<file path="config.mk">
export PLATFORM = sky130hd
export DESIGN_NAME = ordered_value_list_engine_unit
export DESIGN_NICKNAME = d
export VERILOG_FILES = /design/src/sv/ovle_pkg.sv /design/src/sv/ovle_ram.sv /design/src/sv/ovle_seq.sv /design/src/sv/ordered_value_list_engine_unit.sv
export SDC_FILE = /design/constraint.sdc
export NUM_CORES = 1
export LEC_CHECK = 0
export BUFFER_PORTS_ARGS = -buffer_cell sky130_fd_sc_hd__buf_2
export CORE_AREA = 3 3 294 296
export DETAILED_ROUTE_END_ITERATION = 7
export DIE_AREA = 0 0 297 299
export GPL_TIMING_DRIVEN = 0
export SKIP_LAST_GASP = 1
export SLEW_MARGIN = 20
export SYNTH_ARGS = -nofsm -noshare
export SYNTH_HDL_FRONTEND = slang
export SYNTH_SLANG_ARGS = --single-unit
</file>
<file path="constraint.sdc">
create_clock -name clk_i -period 4.4 [get_ports clk_i]
set_input_delay 0.66 -clock clk_i [delete_from_list [all_inputs] [get_ports clk_i]]
set_output_delay 0.66 -clock clk_i [all_outputs]
set_load 0.05 [all_outputs]
</file>
<file path="src/sv/ovle_pkg.sv">
// Shared types and constants for the ordered value list engine.
// No dependencies; imported by ovle_seq and the top level.
package ovle_pkg;

  localparam int unsigned DEPTH_DEF   = 16;
  localparam int unsigned DATA_W      = 32;
  localparam int unsigned OP_W        = 3;
  localparam int unsigned COUNT_OUT_W = 5;
  localparam int unsigned IN_TDATA_W  = 72;  // 3 + 32 + 32 = 67, padded to bytes
  localparam int unsigned OUT_TDATA_W = 8;   // 2 + 1 + 5

  typedef enum logic [OP_W-1:0] {
    OP_APPEND      = 3'd0,
    OP_REMOVE_HEAD = 3'd1,
    OP_REMOVE_TAIL = 3'd2,
    OP_DELETE_KEY  = 3'd3,
    OP_FIND_KEY    = 3'd4,
    OP_REPLACE_KEY = 3'd5
  } op_e;

  typedef enum logic [1:0] {
    ST_DONE     = 2'd0,
    ST_NOTFOUND = 2'd1,
    ST_EMPTY    = 2'd2,
    ST_FULL     = 2'd3
  } status_e;

  typedef enum logic [2:0] {
    S_IDLE,
    S_ALLOC,
    S_APPEND,
    S_READ,
    S_CMP,
    S_UNLINK,
    S_FIN
  } seq_state_e;

  // Result of one operation, handed from the sequencer to the output stage.
  typedef struct packed {
    status_e                status;
    logic                   hit;
    logic [COUNT_OUT_W-1:0] count;
  } result_t;

endpackage

</file>
<file path="src/sv/ovle_ram.sv">
// Generic single-write, single-read RAM with registered read data.
// No dependencies.
module ovle_ram #(
  parameter int unsigned Width = 32,
  parameter int unsigned Depth = 16,
  localparam int unsigned AddrW = (Depth > 1) ? $clog2(Depth) : 1
) (
  input  logic             clk_i,
  input  logic             we_i,
  input  logic [AddrW-1:0] waddr_i,
  input  logic [Width-1:0] wdata_i,
  input  logic [AddrW-1:0] raddr_i,
  output logic [Width-1:0] rdata_o
);

  logic [Width-1:0] mem [Depth];
  logic [Width-1:0] rdata_q;

  always_ff @(posedge clk_i) begin
    if (we_i) begin
      mem[waddr_i] <= wdata_i;
    end
    rdata_q <= mem[raddr_i];
  end

  assign rdata_o = rdata_q;

endmodule

</file>
<file path="src/sv/ovle_seq.sv">
// Sequencer of the list engine: list registers, the value/link/free-slot RAMs
// and the FSM that walks them. Depends on ovle_pkg and ovle_ram.
module ovle_seq
  import ovle_pkg::*;
#(
  parameter int unsigned Depth = DEPTH_DEF
) (
  input  logic              clk_i,
  input  logic              rst_ni,
  input  logic              in_valid_i,
  output logic              in_ready_o,
  input  op_e               op_i,
  input  logic [DATA_W-1:0] operand_value_i,
  input  logic [DATA_W-1:0] new_value_i,
  output logic              res_valid_o,
  input  logic              res_ready_i,
  output result_t           res_o
);

  localparam int unsigned AW = $clog2(Depth);
  localparam int unsigned CW = $clog2(Depth + 1);
  localparam logic [CW-1:0] FULL_CNT = CW'(Depth);
  localparam logic [CW-1:0] ONE      = CW'(1);

  seq_state_e state_q, state_d;
  op_e        op_q;
  logic [DATA_W-1:0] key_q, newv_q;
  logic [AW-1:0] cur_q, cur_d, head_q, head_d, tail_q, tail_d;
  logic [CW-1:0] count_q, count_d, k_q, k_d, sp_q, sp_d, fresh_q, fresh_d;
  status_e status_q, status_d;
  logic    hit_q, hit_d;

  // RAM ports
  logic [AW-1:0]     rd_addr;
  logic [DATA_W-1:0] val_rd, val_wdata;
  logic [AW-1:0]     val_waddr;
  logic              val_we;
  logic [AW-1:0]     next_rd, next_waddr, next_wdata;
  logic              next_we;
  logic [AW-1:0]     prior_rd, prior_waddr, prior_wdata;
  logic              prior_we;
  logic [AW-1:0]     stk_rd, stk_raddr;
  logic              stk_we;

  logic          accept, match, last, empty;
  logic [AW-1:0] slot;

  assign accept = in_valid_i && in_ready_o;
  assign empty  = (count_q == '0);
  assign match  = (val_rd == key_q);
  assign last   = ((k_q + ONE) == count_q);
  assign slot   = (sp_q != '0) ? stk_rd : fresh_q[AW-1:0];
  assign stk_raddr = AW'(sp_q - ONE);

  ovle_ram #(.Width(DATA_W), .Depth(Depth)) u_val_ram (
    .clk_i, .we_i(val_we), .waddr_i(val_waddr), .wdata_i(val_wdata),
    .raddr_i(rd_addr), .rdata_o(val_rd)
  );
  ovle_ram #(.Width(AW), .Depth(Depth)) u_next_ram (
    .clk_i, .we_i(next_we), .waddr_i(next_waddr), .wdata_i(next_wdata),
    .raddr_i(rd_addr), .rdata_o(next_rd)
  );
  ovle_ram #(.Width(AW), .Depth(Depth)) u_prior_ram (
    .clk_i, .we_i(prior_we), .waddr_i(prior_waddr), .wdata_i(prior_wdata),
    .raddr_i(rd_addr), .rdata_o(prior_rd)
  );
  // free-slot stack: slots returned by removals
  ovle_ram #(.Width(AW), .Depth(Depth)) u_free_ram (
    .clk_i, .we_i(stk_we), .waddr_i(sp_q[AW-1:0]), .wdata_i(cur_q),
    .raddr_i(stk_raddr), .rdata_o(stk_rd)
  );

  always_ff @(posedge clk_i or negedge rst_ni) begin
    if (!rst_ni) begin
      state_q  <= S_IDLE;
      count_q  <= '0;
      sp_q     <= '0;
      fresh_q  <= '0;
      status_q <= ST_DONE;
      hit_q    <= 1'b0;
    end else begin
      state_q  <= state_d;
      count_q  <= count_d;
      sp_q     <= sp_d;
      fresh_q  <= fresh_d;
      status_q <= status_d;
      hit_q    <= hit_d;
    end
  end

  always_ff @(posedge clk_i) begin
    if (accept) begin
      op_q   <= op_i;
      key_q  <= operand_value_i;
      newv_q <= new_value_i;
    end
    cur_q  <= cur_d;
    k_q    <= k_d;
    head_q <= head_d;
    tail_q <= tail_d;
  end

  always_comb begin
    state_d  = state_q;
    cur_d    = cur_q;
    k_d      = k_q;
    head_d   = head_q;
    tail_d   = tail_q;
    count_d  = count_q;
    sp_d     = sp_q;
    fresh_d  = fresh_q;
    status_d = status_q;
    hit_d    = hit_q;
    rd_addr  = cur_q;
    val_we   = 1'b0;
    val_waddr   = cur_q;
    val_wdata   = newv_q;
    next_we     = 1'b0;
    next_waddr  = prior_rd;
    next_wdata  = next_rd;
    prior_we    = 1'b0;
    prior_waddr = next_rd;
    prior_wdata = prior_rd;
    stk_we      = 1'b0;
    in_ready_o  = 1'b0;
    res_valid_o = 1'b0;

    case (state_q)
      S_IDLE: begin
        in_ready_o = 1'b1;
        if (in_valid_i) begin
          status_d = ST_DONE;
          hit_d    = 1'b0;
          k_d      = '0;
          case (op_i)
            OP_APPEND: begin
              if (count_q == FULL_CNT) begin
                status_d = ST_FULL;
                state_d  = S_FIN;
              end else begin
                state_d = S_ALLOC;
              end
            end
            OP_REMOVE_HEAD, OP_REMOVE_TAIL,
            OP_DELETE_KEY, OP_FIND_KEY, OP_REPLACE_KEY: begin
              cur_d = (op_i == OP_REMOVE_TAIL) ? tail_q : head_q;
              if (empty) begin
                status_d = ST_EMPTY;
                state_d  = S_FIN;
              end else begin
                state_d = S_READ;
              end
            end
            default: state_d = S_FIN;
          endcase
        end
      end

      // free-stack top read in flight
      S_ALLOC: state_d = S_APPEND;

      S_APPEND: begin
        val_we      = 1'b1;
        val_waddr   = slot;
        val_wdata   = key_q;
        prior_we    = 1'b1;
        prior_waddr = slot;
        prior_wdata = tail_q;
        next_we     = !empty;
        next_waddr  = tail_q;
        next_wdata  = slot;
        if (empty) begin
          head_d = slot;
        end
        tail_d  = slot;
        count_d = count_q + ONE;
        if (sp_q != '0) begin
          sp_d = sp_q - ONE;
        end else begin
          fresh_d = fresh_q + ONE;
        end
        state_d = S_FIN;
      end

      S_READ: begin
        state_d = ((op_q == OP_REMOVE_HEAD) || (op_q == OP_REMOVE_TAIL)) ? S_UNLINK : S_CMP;
      end

      // one list entry compared per cycle; a miss chains the read to the next link
      S_CMP: begin
        if (match) begin
          hit_d = 1'b1;
          case (op_q)
            OP_DELETE_KEY:  state_d = S_UNLINK;
            OP_REPLACE_KEY: begin
              val_we  = 1'b1;
              state_d = S_FIN;
            end
            default: state_d = S_FIN;
          endcase
        end else if (last) begin
          status_d = ST_NOTFOUND;
          state_d  = S_FIN;
        end else begin
          rd_addr = next_rd;
          cur_d   = next_rd;
          k_d     = k_q + ONE;
        end
      end

      S_UNLINK: begin
        if (cur_q == head_q) begin
          head_d = next_rd;
        end else begin
          next_we = 1'b1;
        end
        if (cur_q == tail_q) begin
          tail_d = prior_rd;
        end else begin
          prior_we = 1'b1;
        end
        stk_we  = 1'b1;
        sp_d    = sp_q + ONE;
        count_d = count_q - ONE;
        state_d = S_FIN;
      end

      S_FIN: begin
        res_valid_o = 1'b1;
        if (res_ready_i) begin
          state_d = S_IDLE;
        end
      end

      default: state_d = S_IDLE;
    endcase
  end

  assign res_o.status = status_q;
  assign res_o.hit    = hit_q;
  assign res_o.count  = COUNT_OUT_W'(count_q);

endmodule

</file>
<file path="src/sv/ordered_value_list_engine_unit.sv">
// Top level of the ordered value list engine: stream ports and output register.
// Depends on ovle_pkg, ovle_seq (which holds the RAMs built from ovle_ram).
//
// Keeps up to DEPTH signed 32-bit values as a doubly linked list in insertion
// order. Each input beat carries one operation (append, remove first, remove
// last, delete key, find key, replace key) and yields exactly one output beat
// with status (done, not found, empty, full), a hit flag and the entry count
// after the operation (low 5 bits). Codes six and seven do nothing and report
// done. One operation is worked at a time; s_axis_tready is high only while
// the sequencer is idle. Append passes through the allocate and append states,
// remove through the read and unlink states, find and replace through the read
// state and one compare step per entry walked, and delete through read, compare
// steps and unlink, before the result enters the output register. Refused
// appends, operations on an empty list and codes six and seven go straight to
// the result state. The sequencer is idle again the cycle after the result is
// loaded; a stalled output beat holds the sequencer in turn. The key walk
// follows the next links through the value/link RAM read port, one entry
// per cycle. A finished result sits in the output register, so the
// next beat can be accepted while the previous result waits. Freed slots go
// onto a free-slot stack; untouched slots are handed out by a fill count, so
// no clearing pass is needed after reset.
module ordered_value_list_engine_unit
  import ovle_pkg::*;
#(
  parameter int unsigned DEPTH = DEPTH_DEF
) (
  input  logic                   clk_i,
  input  logic                   rst_ni,
  input  logic                   s_axis_tvalid,
  output logic                   s_axis_tready,
  // [2:0] operation, [34:3] operand_value, [66:35] new_value, [71:67] zero
  input  logic [IN_TDATA_W-1:0]  s_axis_tdata,
  output logic                   m_axis_tvalid,
  input  logic                   m_axis_tready,
  // [1:0] status, [2] hit, [7:3] entry_count
  output logic [OUT_TDATA_W-1:0] m_axis_tdata
);

  logic    res_valid, res_ready;
  result_t res;
  logic    m_valid_q;
  result_t m_data_q;

  ovle_seq #(.Depth(DEPTH)) u_seq (
    .clk_i,
    .rst_ni,
    .in_valid_i      (s_axis_tvalid),
    .in_ready_o      (s_axis_tready),
    .op_i            (op_e'(s_axis_tdata[OP_W-1:0])),
    .operand_value_i (s_axis_tdata[OP_W +: DATA_W]),
    .new_value_i     (s_axis_tdata[OP_W+DATA_W +: DATA_W]),
    .res_valid_o     (res_valid),
    .res_ready_i     (res_ready),
    .res_o           (res)
  );

  // output register: loads when empty or being drained this cycle
  assign res_ready = !m_valid_q || m_axis_tready;

  always_ff @(posedge clk_i or negedge rst_ni) begin
    if (!rst_ni) begin
      m_valid_q <= 1'b0;
    end else if (res_ready) begin
      m_valid_q <= res_valid;
    end
  end

  always_ff @(posedge clk_i) begin
    if (res_ready && res_valid) begin
      m_data_q <= res;
    end
  end

  assign m_axis_tvalid = m_valid_q;
  assign m_axis_tdata  = {m_data_q.count, m_data_q.hit, m_data_q.status};

endmodule
</file>
==> run metrics, run 1 <==
status=finished clean; cell count of the worst reg-to-reg path=10; final non-filler cell total=approximately 3.4k; most instantiated library cell after synthesis=edfxtp_1; Setup crit start kind=register; number of unique standard cell types used by synthesis=58; DRC violation total after the first TritonRoute iteration=a little under 2k; boundary pin count=86; final critical-path share of the clock period=between 90% and 100%; Synth Register Bits=approximately 860; total global routing overflow=0; clock latency reported for the late side of the worst-skew pair=0.66 ns; most used flip-flop cell after synthesis=edfxtp_1; initial antenna violation count=0; Leakage=~14 nW; vias=18.6k; DRC violation count after routing=0; kind of capture point of the worst setup path=register; nets=2,281; H-Tree Depth=3; count of final max-slew check failures=0; chip width=297 um; Die Footprint=88,800 um^2; worst hold stages=1; synth top area cells=edfxtp_1, mux2i_1, o22ai_1; final antenna-violating net count=0; signed area change from the synthesized netlist to the final layout=17.4%; antenna diode count=0; area after detailed placement=36,300 um^2; initial standard-cell utilization of the core=40.0%; total track usage=19.7%; setup repair after global routing missed its margin=false; total CTS buffers=90; worst rel slew slack=31.6%; maximum number of pins on one net before global-route repair=57; critical path data arrival time=roughly 4.7 ns; Avg Vias per Cell=5.48; share of the yosys chip area belonging to registers=about three quarters; shortest clock period the worst path allows after layout=4.16 ns; input/output buffers=80; required time of the critical path=between 4 and 5 ns; number of enable flip-flop cells after synthesis=around 800; worst hold-check path type=input port to register; TritonCTS clock tree=done; synthesized area divided by synthesized cell count=about 17 um^2; total negative setup slack=0 ns; fill cell instance count of the final layout=7,128; largest driver fanout on the critical path=10; Final Hold Viols=0; via count of the first global-routing pass=18.6k; mapped cell area=33,600 um^2; worst vdd rail ir drop=0.610 mV; fraction of post-synthesis cell area in the top cell type by area=a little under three quarters; Core Region=83,800 um^2; Mapped Nets=2,071; Worst Hold Slack=0.177 ns; type of the worst setup path=register to register; clock edge transition at the registers on the reported setup and hold paths=roughly 0.060 ns; DR WL/cell=26.0 um; share of final-layout standard cells stronger than drive strength 1=16.4%; Post-DP HPWL=roughly 58,000 um; wire length of the first global-routing pass=roughly 130,000 um; maximum operating frequency=240 MHz; placed cell count=around 3.2k; slew at the pin closest to its max-slew limit=1.03 ns; die height=299 um; Multi-input gate area=7820 um^2; worst clock skew=0.0389 ns; area occupied by registers=25,300 um^2; routed wire length=approximately 89,000 um; CTS Sinks=861; most used standard cells in the synthesized netlist=edfxtp_1, mux2i_1, o22ai_1, nand2_1, nor2_1; Synthesis Warnings=0; length of the first detailed-routing pass in iterations=5; cell type with the highest aggregate area in the netlist=edfxtp_1; power density normalized to cell area=about 770 nW/um^2; async set-or-reset flop fraction in the synthesized netlist=under 10%; Post-Synthesis Cells=1,984; number of rows in the core area=~110; number of violations of the max-capacitance limit=0; Final GP Congestion=0.840; final-report setup violation count=0; Finished Cell Area=about 39,000 um^2; Clock Tree Buf Depth=3; CTS root buffer=clkbuf_16
==> sequential cells by signal, summed over array words and instances (netlist names), 4 cells and up <==
| name | count |
|---|---|
| u_seq.u_val_ram.mem | 512 |
| u_seq.u_free_ram.mem | 64 |
| u_seq.u_next_ram.mem | 64 |
| u_seq.u_prior_ram.mem | 64 |
| u_seq.key_q | 32 |
| u_seq.newv_q | 32 |
| u_seq.u_val_ram.rdata_o | 32 |
| m_axis_tdata | 8 |
| u_seq.count_q | 5 |
| u_seq.k_q | 5 |
| u_seq.sp_q | 5 |
| u_seq.cur_q | 4 |
| u_seq.fresh_q | 4 |
| u_seq.head_q | 4 |
| u_seq.tail_q | 4 |
| u_seq.u_free_ram.rdata_o | 4 |
| u_seq.u_next_ram.rdata_o | 4 |
| u_seq.u_prior_ram.rdata_o | 4 |
==> power by group <==
group	internal [mW]	total [mW]	switching, mW
logic	3.78	11.1	7.29
clock network	4.59	7.75	3.15
registers	10.8	11.3	0.509
==> layer usage <==
metal	routed length, um	global-route usage [%]	vias up
li1	-	-	8166
met1	36000	26.3	9509
met2	43000	32.6	807
met3	7080	4.00	149
met4	2520	5.96	0
met5	0	0	-
==> cell families after synthesis <==
| group | after synthesis | share of synthesized area (%) |
|---|---|---|
| flip-flops | 861 | 75.4 |
| multiplexers | 359 | 11.5 |
| AND/OR/NAND/NOR | 346 | 4.84 |
| AO/OA/AOI/OAI | 228 | 4.47 |
| buffers and inverters | 116 | 1.62 |
| XOR/XNOR | 63 | 1.73 |
| adder cells (fa/ha/maj) | 11 | 0.433 |
==> placed cells by master, fill, tap and decap left out, types with 44 or more instances in the layout <==
master | Yosys | final
dfxtp_1 | 44 | 44
edfxtp_1 | 796 | 796
buf_2 | 57 | 137
clkbuf_16 | 0 | 92
nor2_1 | 86 | 70
o22ai_1 | 162 | 162
mux2i_1 | 334 | 334
clkbuf_1 | 34 | 53
nand2_1 | 157 | 157
xor2_1 | 44 | 44
==> timing repair <==
item / CTS / global route
hold buffers: 1 / 0
endpoints found under the setup margin: 0 / 22
hold endpoints to repair: 1 / 0
buffers inserted: 0 / 5
gates resized for setup: 0 / 1
==> final cells by class <==
| cell class | instances | share of cell area [%] |
|---|---|---|
| sequential | 861 | 64.3 |
| buffer | 99 | 1.22 |
| multi-input combinational | 1007 | 19.9 |
| timing repair buffer | 118 | 3.09 |
| clock buffer | 120 | 6.32 |
| clock inverter | 46 | 1.47 |
| inverter | 17 | 0.168 |
| tap | 1134 | 3.60 |
==> critical path, stage by stage (launching register included) <==
cell      delay (ns)
edfxtp_1        0.42
xor2_1          0.26
nor4_1          0.38
nand4_1         0.38
o21a_2          0.35
mux2i_2         0.39
buf_2           0.32
buf_2           0.52
mux2i_1         0.27
o22ai_1         0.16
or4_1           0.53
==> per-stage QoR <==
step / power, mW / util, % / setup WS, ns
global route: 31.3 / 47.0 / 0.0648
finish: 30.1 / 47.0 / 0.236
floorplan: 18.4 / - / 0.500
CTS: 30.3 / 46.9 / 0.236
global placement: 22.1 / 42.2 / -2.08
detailed placement: 22.5 / 43.3 / 0.240
==> path summary, 6_finish.rpt <==
check	to	from	slack, ns
worst max-delay path	u_seq.u_next_ram.rdata_o[0]$_DFF_P_	u_seq.key_q[29]$_DFFE_PP_	0.24
worst min-delay path	u_seq.newv_q[15]$_DFFE_PP_	s_axis_tdata[50]	0.18
worst max register to register	u_seq.u_next_ram.rdata_o[0]$_DFF_P_	u_seq.key_q[29]$_DFFE_PP_	0.24
worst min register to register	m_axis_tdata[0]$_DFFE_PP_	u_seq.status_q[0]$_DFFE_PN0P_	0.44
max in group asynchronous	u_seq.count_q[0]$_DFFE_PN0P_	rst_ni	3.45
min in group asynchronous	u_seq.sp_q[2]$_DFFE_PN0P_	rst_ni	0.56
Power figures use the tool's default switching activity.
==> inputs of run 2 (changes only) <==
Settings changed: BUFFER_PORTS_ARGS -buffer_cell sky130_fd_sc_hd__buf_2 to unset, DONT_BUFFER_PORTS set to 1.
==> run metrics, run 2 (same netlist as run 1, synthesis figures left out) <==
cell chain of the critical path=clkbuf_1 > inv_1 > ha_1 > nor3b_2 > mux2i_1 > nand2_1 > o21a_1 > nor2_1 > nand2_1 > nor2_4 > buf_16 > buf_16; CTS Sinks=861 (unchanged); Core Region=83,800 um^2 (unchanged); shortest clock period the worst path allows after layout=4.11 ns (-0.0587 ns); slowest cell delay on critical path=0.67 ns (+0.14 ns); Crit-path slowest cell=nor2_4; length of the first detailed-routing pass in iterations=8 (+3); signed area change from the synthesized netlist to the final layout=15.9%; most common cell after layout, fill and taps aside=edfxtp_1; critical path data arrival time=4.45 ns (-0.20 ns); clock latency reported for the late side of the worst-skew pair=0.65 ns (about the same); Post-DP HPWL=57,900 um (+0.45%); slew at the pin closest to its max-slew limit=1.14 ns (+0.116 ns); Avg Vias per Cell=5.50 (+0.49%); initial standard-cell utilization of the core=40.0% (unchanged); via count of the first global-routing pass=18.3k (-1.4%); TritonCTS clock tree=done; CTS root buffer=clkbuf_16; flip-flop count of the largest register, all copies and words added=512 (unchanged); number of rows in the core area=106 (unchanged); Die Footprint=88,800 um^2 (unchanged); share of final-layout standard cells stronger than drive strength 1=12.8% (-3.7 points); largest driver fanout on the critical path=14 (+4); clock edge transition at the registers on the reported setup and hold paths=0.06 ns (about the same); total track usage=19.5% (-0.17 points); input/output buffers=0 (-100%); worst hold-check path type=input port to async pin; Leakage=13.7 nW (-2.8%); failing checks=negative hold slack; total global routing overflow=0 (unchanged); setup fix buffers added after clock tree synthesis=0 (unchanged); DRC violation total after the first TritonRoute iteration=1,871 (-4.1%); initial antenna violation count=1 (+1); worst vdd rail ir drop=0.476 mV (-22%); most frequent cells in the layout=edfxtp_1, mux2i_1, o22ai_1; Final GP Congestion=0.837 (-0.36%); Finished Cell Area=38,900 um^2 (-1.3%); maximum operating frequency=244 MHz (+1.4%); final core occ=46.4% (-0.60 points); worst rel slew slack=23.5% (-8.2 points); required time of the critical path=4.75 ns (-0.14 ns); nets=2,197 (-3.7%); count of final max-slew check failures=0 (unchanged); largest reg by FF count=u_seq.u_val_ram.mem; final-report setup violation count=0 (unchanged); worst clock skew=0.0537 ns (+0.0147 ns); Worst Hold Slack=-0.000748 ns (-0.178 ns); final antenna-violating net count=0 (unchanged); wire length of the first global-routing pass=126,000 um (-1.6%); die height=299 um (unchanged); total power of the final layout=29.8 mW (-1.2%); type of the worst setup path=register to register; final critical-path share of the clock period=93.3% (-1.3 points); number of violations of the max-capacitance limit=0 (unchanged); vias=18.3k (-1.9%); H-Tree Depth=3 (unchanged); setup repair after global routing missed its margin=false; DRC violation count after routing=0 (unchanged); Final Hold Viols=2 (+2); power density normalized to cell area=766 nW/um^2 (about the same); status=finished with violations; maximum number of pins on one net before global-route repair=57 (unchanged); total CTS buffers=89 (-1.1%); routed wire length=88,200 um (-0.40%); Setup crit start kind=register; Clock Tree Buf Depth=3 (unchanged); DR WL/cell=26.6 um (+2.1%); area after detailed placement=35,900 um^2 (-0.88%); boundary pin count=86 (unchanged); kind of capture point of the worst setup path=register; chip width=297 um (unchanged)
==> run 2: cell types whose count changed in the layout (fill, tap and decap cells not counted), moves of 3 or more <==
cell | previous run | this run
buf_8 | 3 | 0
clkinv_1 | 11 | 17
buf_4 | 9 | 4
clkbuf_1 | 53 | 58
clkbuf_8 | 8 | 3
buf_2 | 137 | 58
buf_16 | 19 | 24
clkinv_2 | 16 | 12
==> run 2: stage by stage <==
stage | hold slack, ns | instances | worst slack [ns] | setup TNS, ns
after detailed placement | 0.368 | 3152 | 0.308 | 0
after floorplan | 0.364 | 1984 | 0.500 | 0
after global placement | 0.368 | 3118 | -2.00 | -983.97
after CTS | 0.0690 | 3319 | 0.308 | 0
final | -0.000748 | 3320 | 0.295 | 0
after global routing | 0.00657 | 3319 | 0.0135 | 0
==> run 2: cell type report <==
cell class                 count  area [um^2]
antenna                        1         2.50
buffer                        99          483
clock buffer                 120         2420
clock inverter                46          508
fill                        7178        44900
inverter                      17         66.3
multi-input combinational   1007         7830
sequential                   861        25300
tap                         1134         1420
timing repair buffer          35          850
==> run 2: worst paths after layout <==
kind	from	to	slack, ns	cells past startpoint
worst max-delay path	u_seq.sp_q[0]$_DFFE_PN0P_	u_seq.u_val_ram.mem[0][16]$_DFFE_PP_	0.29	12
worst min-delay path	rst_ni	u_seq.status_q[0]$_DFFE_PN0P_	-0.0007	1
worst max register to register	u_seq.sp_q[0]$_DFFE_PN0P_	u_seq.u_val_ram.mem[0][16]$_DFFE_PP_	0.29	12
worst min register to register	u_seq.count_q[4]$_DFFE_PN0P_	m_axis_tdata[7]$_DFFE_PP_	0.44	0
max in group asynchronous	rst_ni	m_axis_tvalid$_DFFE_PN0P_	4.03	1
min in group clk_i	s_axis_tdata[25]	u_seq.key_q[22]$_DFFE_PP_	0.11	0
==> run 2: power breakdown <==
part	internal (mW)	switching, mW	total [mW]
sequential	10.8	0.620	11.4
clock	4.36	3.12	7.48
combinational	3.74	7.13	10.9
==> run 2: critical path: cells and delay by family, from the launching register on <==
kind / cells / cell delay, ns
AO/OA/AOI/OAI: 1 / 0.16
adder cells (fa/ha/maj): 1 / 0.19
buffers and inverters: 4 / 1.00
flip-flops: 1 / 0.41
multiplexers: 1 / 0.37
AND/OR/NAND/NOR: 5 / 1.67
==> run 2: what timing repair did <==
| item | in CTS | in global routing |
|---|---|---|
| resized for setup | 0 | 0 |
| hold buffers | 1 | 0 |
| endpoints found under the hold margin | 21 | 0 |
| endpoints found under the setup margin | 0 | 8 |
==> run 2: routing by layer <==
layer,vias to the layer above,global-route usage (%),wire [um]
li1,8024,-,-
met1,9358,25.6,36200
met2,725,32.7,42800
met3,164,3.87,6070
met4,0,6.67,3090
met5,-,0,0
